## src/rci_pkg.sv

```systemverilog
package rci_pkg;

  localparam int unsigned RootW = 50;
  localparam int unsigned RadW = 2 * RootW;
  localparam int unsigned NbW = 50;
  localparam logic [31:0] MissTime = 32'hFFFF0000;
  localparam logic [31:0] TimeMax = 32'h7FFFFFFF;

  typedef struct packed {
    logic signed [31:0] ray_origin_x;
    logic signed [31:0] ray_origin_y;
    logic signed [15:0] ray_dir_x;
    logic signed [15:0] ray_dir_y;
    logic signed [31:0] center_x;
    logic signed [31:0] center_y;
    logic [30:0]        radius;
  } item_t;

  typedef struct packed {
    logic               hit;
    logic signed [31:0] hit_time;
  } result_t;

  typedef struct packed {
    logic                  valid;
    logic                  miss;
    logic signed [NbW-1:0] nb;
    logic [RadW-1:0]       disc;
  } front_t;

  typedef struct packed {
    logic                  valid;
    logic                  miss;
    logic signed [NbW-1:0] nb;
    logic [RootW-1:0]      root;
  } sq_t;

endpackage

```

## src/rci_back.sv

```systemverilog
module rci_back (
  input  logic             clk,
  input  logic             rst,
  input  logic             en,
  input  rci_pkg::sq_t     sq,
  output logic             result_valid,
  output rci_pkg::result_t result
);

  logic               v1, miss1;
  logic signed [51:0] tn1, tf1;
  logic signed [51:0] t;
  logic               hit_next;
  logic [37:0]        q;

  always_ff @(posedge clk) begin
    if (rst) begin
      v1           <= 1'b0;
      result_valid <= 1'b0;
    end else if (en) begin
      v1           <= sq.valid;
      result_valid <= v1;
    end
  end

  always_ff @(posedge clk) begin
    if (en) begin
      miss1 <= sq.miss;
      tn1   <= {{2{sq.nb[49]}}, sq.nb} - {2'b00, sq.root};
      tf1   <= {{2{sq.nb[49]}}, sq.nb} + {2'b00, sq.root};
    end
  end

  always_comb begin
    hit_next = 1'b0;
    t        = tf1;
    if (!miss1) begin
      if (tn1 > 0) begin
        hit_next = 1'b1;
        t        = tn1;
      end else if (tf1 > 0) begin
        hit_next = 1'b1;
      end
    end
    q = t[51:14];
  end

  always_ff @(posedge clk) begin
    if (en) begin
      result.hit <= hit_next;
      if (!hit_next) begin
        result.hit_time <= rci_pkg::MissTime;
      end else if (|q[37:31]) begin
        result.hit_time <= rci_pkg::TimeMax;
      end else begin
        result.hit_time <= {1'b0, q[30:0]};
      end
    end
  end

endmodule

```

## config.mk

```make
export PLATFORM = sky130hd
export DESIGN_NAME = rci_back
export DESIGN_NICKNAME = d
export VERILOG_FILES = /design/src/rci_pkg.sv /design/src/rci_back.sv
export SDC_FILE = /design/constraint.sdc
export NUM_CORES = 1
export LEC_CHECK = 0
export BUFFER_PORTS_ARGS = -buffer_cell sky130_fd_sc_hd__buf_4
export CAP_MARGIN = 10
export CORE_MARGIN = 1
export CORE_UTILIZATION = 35
export DETAILED_ROUTE_END_ITERATION = 12
export PLACE_DENSITY = 0.61
export SYNTH_ARGS = -nofsm -noshare
export SYNTH_HDL_FRONTEND = slang
export SYNTH_SLANG_ARGS = --single-unit
```

## constraint.sdc

```tcl
create_clock -name clk -period 6.5 [get_ports clk]
set_input_delay 1.625 -clock clk [delete_from_list [all_inputs] [get_ports clk]]
set_output_delay 1.625 -clock clk [all_outputs]
set_load 0.05 [all_outputs]
```

# Word-level counts from Yosys, hierarchy flattened
# Index checks and enable logic that the tools add are counted.
# word_totals
register_bits	140
input_bits	105
out_inout_bits	34
wordCells	21
# op_classes
n_addsub	2
order_cmp	2
n_mux	6
bitwise	1
reduce_logical	2
# op_table
cell	n
> comparator 52 x 1 -> 1 bit, second input constant	2
2-to-1 mux 52 bit	2
adder 50 x 51 -> 52 bit	1
subtractor 50 x 51 -> 52 bit	1
2-to-1 mux 16 bit	1
OR reduction 8 bit	1
OR reduction 7 bit	1
2-to-1 mux 1 bit	3
inverter 1 bit	1

# Longest topological paths before layout
# depth
word_depth	6
ltp_mapped	12
ltp_nobuf	12

# Least setup slack after synthesis
# No wires, ideal clock.
# synth_path
path_type	input to register
from	input port sq[8] in the netlist's numbering
to	register tf1[51] (data pin)
setup_ps	272
arrival_ps	4001
required_ps	6228
slack_ps	2227
cell_stages	11
path_buffers	1
path_cell_list	inv_1 ha_1 buf_6 or3_4 or4_4 nor2_2 nor3_2 nor3_4 a31oi_4 o2111ai_1 or4b_1
# synth_between
elab_chain_len	1
# synth_rtl
item	line_no	source
start: declaration	rci_back.sv:5	input rci_pkg::sq_t sq,
adder 50 x 51 -> 52 bit	rci_back.sv:30	tf1 <= {{2{sq.nb[49]}}, sq.nb} + {2'b00, sq.root};
end signal: assignment	rci_back.sv:30	
end: declaration	rci_back.sv:11	logic signed [51:0] tn1, tf1;
# Every way passes these cells.
# A chain may end at the register's enable or synchronous reset.

# Final worst setup path
# layout_path
from	input port sq[20] in the netlist's numbering
to	register tf1[51] (data pin)
# The elaborated chain is that of the path after synthesis.

==> results by group <==
Run status
  • Status: complete, but fails checks
  • Failing checks: DRC

Drt
  • Routed len/inst: 18.8 um
  • Via density: 5.51
  • Final WL: 32000 um
  • First-pass DRT Iterations: 9
  • # DRC: 9
  • DR iter-0 viols: 844
  • Vias: 9400
  • Antenna-violating nets left: 0

CTS
  • Post-cts sizing count: 0
  • CTS tree: built
  • Postcts setup bufs: 0
  • Root Driver: clkbuf_16
  • Maximum clock path buffer count: 2
  • CTS Buf Count: 17
  • Hold buffer count at cts: 0
  • Worst-Skew Late Latency: 410 ps
  • Clock slew at reported path FFs: 60 ps
  • CTS sink count: 139
  • # H-tree levels: 4

Finish
  • Multi-input gate area: 6200 um^2
  • Synthesis-to-layout area growth: 16.6%
  • Storage cell area: 4150 um^2
  • Post-layout net count: 1504
  • Fillers: 3058
  • Share of cells above drive strength 1: 16.3%
  • Design area: 12900 um^2
  • N_diodes: 0

Placement
  • Placed cell area: 12300 um^2
  • Port bufs: 138
  • Placer Congestion: 0.919
  • DP Wirelength: 26100 um

Yosys
  • Mapped Area: 11100 um^2
  • Fraction of registers with async set/reset: 0%
  • Post-synth net total: 1396
  • Count of cell types in the netlist: 84
  • Yosys warns: 0
  • Synth area leader: edfxtp_1
  • Post-synth EDFFs: 137
  • Syn Area/Cell: 9.31 um^2
  • Syn Inst Count: 1188
  • Yosys reg bits: 139
  • Top post-synthesis cells by area: edfxtp_1 37%, ha_1 11%, xnor2_1 7.2%, a21oi_1 5.6%, inv_1 3.3%
  • Synth Flop Type: edfxtp_1
  • Sequential area share after synthesis: 37.5%
  • Yosys top cell area share: 37.2%

Floorplanning
  • Initial Util: 35.9%
  • Die Y: 180 um
  • Die width: 180 um
  • Row count: 64
  • Die footprint: 32300 um^2
  • Core area: 30800 um^2
  • IO Pins: 139

Pwr
  • Pwr dens: 236 nW/um^2
  • Maximum vdd drop: 0.209 mV
  • LEAKAGE: 0.00512 uW
  • Final Power: 3050 uW

STA
  • Skew final: 9.69 ps
  • Hold Fails Final Rpt: 0
  • Fmax achieved: 214 MHz
  • Worst-Margin Slew: 1060 ps
  • RSZ-0062 raised after global routing: false
  • Final slew viol count: 0
  • Setup TNS: 0 ps
  • Final worst path period need: 4680 ps
  • Rel. slew slack: 29.2%
  • Crit share post-route: 71.9%
  • Final Setup Violations: 0

Worst setup path
  • CP Class: input pin to flip-flop
  • Worst reg-to-reg path cell count: 7
  • FF-to-FF End: result[17]$_SDFFCE_PP1P_
  • CP Max Fanout: 11
  • Critical path startpoint: sq[20]
  • Critical path arrival: 4830 ps
  • Critical Path Start Type: input pin
  • R2r setup slk: 3290 ps
  • Critical Path Sink Type: flip-flop
  • RR Startpoint: tn1[47]$_DFFE_PP_
  • Worst Path Required: 6650 ps

Worst hold path
  • Hold Crit Class: flip-flop to flip-flop
  • Hold Startpoint: result_valid$_SDFFE_PP0P_
  • Hold endpoint: result_valid$_SDFFE_PP0P_
  • Worst Hold Depth: 2

GRT
  • Largest net degree at the start of global routing: 86
  • Global-route wire length before repair: 50000 um
  • Number of global-route vias before repair: 8872
  • Total track usage: 19.5%
  • Initial antenna violation count: 0
  • Grt ovf: 0

Flow run
  • Max cap viols: 0
## synth_stat cells (4+ instances only)
| cell | n |
|---|---|
| nor2_1 | 90 |
| o22ai_1 | 18 |
| o21a_1 | 6 |
| a21oi_1 | 123 |
| buf_6 | 4 |
| buf_4 | 8 |
| a221oi_1 | 4 |
| a211oi_1 | 11 |
| o21bai_1 | 27 |
| o21ai_1 | 4 |
| xor2_1 | 6 |
| nor3_1 | 39 |
| nand4_1 | 12 |
| o21ai_0 | 61 |
| nor2b_1 | 13 |
| xnor2_1 | 91 |
| and3_1 | 4 |
| or3_1 | 4 |
| nand2b_1 | 9 |
| buf_1 | 6 |
| nand2_1 | 65 |
| or4_1 | 5 |
| a221o_1 | 7 |
| o31ai_1 | 19 |
| o211ai_1 | 9 |
| nand3_1 | 18 |
| a21oi_2 | 5 |
| clkbuf_1 | 18 |
| ha_1 | 101 |
| edfxtp_1 | 137 |
| buf_2 | 15 |
| or2_2 | 4 |
| inv_2 | 4 |
| inv_1 | 98 |
| clkinv_1 | 5 |
| nor4_1 | 31 |
| a31oi_1 | 14 |
| a21o_1 | 23 |
## placed cells by master, fill, tap and decap left out, drive strengths merged, types with 3 or more instances in the layout
| master | n |
|---|---|
| a211oi | 12 |
| a21o | 23 |
| a21oi | 128 |
| a221o | 7 |
| a221oi | 5 |
| a31oi | 15 |
| and3 | 5 |
| and4 | 3 |
| buf | 143 |
| clkbuf | 19 |
| clkinv | 11 |
| edfxtp | 137 |
| ha | 101 |
| inv | 106 |
| mux2i | 3 |
| nand2 | 65 |
| nand2b | 9 |
| nand3 | 18 |
| nand4 | 12 |
| nor2 | 91 |
| nor2b | 13 |
| nor3 | 41 |
| nor4 | 32 |
| o211ai | 10 |
| o21a | 6 |
| o21ai | 65 |
| o21ba | 3 |
| o21bai | 27 |
| o22ai | 18 |
| o31a | 3 |
| o31ai | 21 |
| o41ai | 6 |
| or2 | 5 |
| or3 | 7 |
| or4 | 7 |
| xnor2 | 91 |
| xor2 | 6 |
## report_power, final
| part | total [uW] | switching (uW) | internal (uW) |
|---|---|---|---|
| registers | 1220 | 63.3 | 1160 |
| logic | 888 | 558 | 329 |
| clock network | 937 | 370 | 568 |
| total | 3050 | 991 | 2050 |
## worst max-delay path by stage
| stage | endpoint | slack (ps) | depth (start not counted) |
|---|---|---|---|
| after detailed placement | tf1[51]$_DFFE_PP_ | 1460 | 12 |
| after global placement | tf1[51]$_DFFE_PP_ | 1460 | 12 |
| after floorplan | tf1[51]$_DFFE_PP_ | 2230 | 11 |
| after CTS | tf1[51]$_DFFE_PP_ | 1890 | 12 |
| final | tf1[51]$_DFFE_PP_ | 1820 | 12 |
| after global routing | tf1[51]$_DFFE_PP_ | 1690 | 12 |
## through the flow
stage               cells  utilization [%]  hold slack (ps)  setup WS [ps]
floorplan            1188                -              460           2230
global placement     1672             39.9              476           1460
detailed placement   1672             39.9              497           1460
CTS                  1704             41.8              512           1890
global route         1705             41.8              535           1690
finish               1705             41.8              508           1820
## routing by layer
layer | wire length (um) | global-route usage [%] | vias to the layer above
li1 | - | - | 4562
met1 | 16300 | 30.4 | 4494
met2 | 13700 | 29.0 | 329
met3 | 1810 | 2.01 | 15
met4 | 223 | 3.66 | 0
met5 | 0 | 0 | -
## kinds of logic after synthesis
family                   share of synthesized area, %
AO/OA/AOI/OAI                                    21.9
AND/OR/NAND/NOR                                  14.4
buffers and inverters                            6.45
flip-flops                                       37.5
adder cells (fa/ha/maj)                          11.8
XOR/XNOR                                         7.68
multiplexers                                    0.271
## layout make-up
class	count	area share, %
multi-input cells	888	48.0
flip-flops and latches	139	32.2
repair buffers	143	8.33
well taps	396	3.84
clock buffers	19	3.36
inverters	107	3.11
clock inverters	13	1.10
## worst max-delay path, cell delays in order
cell and delay (ps):
buf_4 80, inv_1 30, ha_1 510, inv_1 210, a21oi_1 220, o31ai_1 170, or4_1 580, nor3_2 310
nor3_4 120, a31oi_4 330, nor3_1 100, or4b_1 540
## sequential cells by signal, summed over array words and instances (netlist names)
| signal | count |
|---|---|
| tn1 | 52 |
| result_valid | 1 |
| miss1 | 1 |
| v1 | 1 |
| result | 33 |
| tf1 | 51 |
Note: power is estimated with default switching activity, not from simulation.
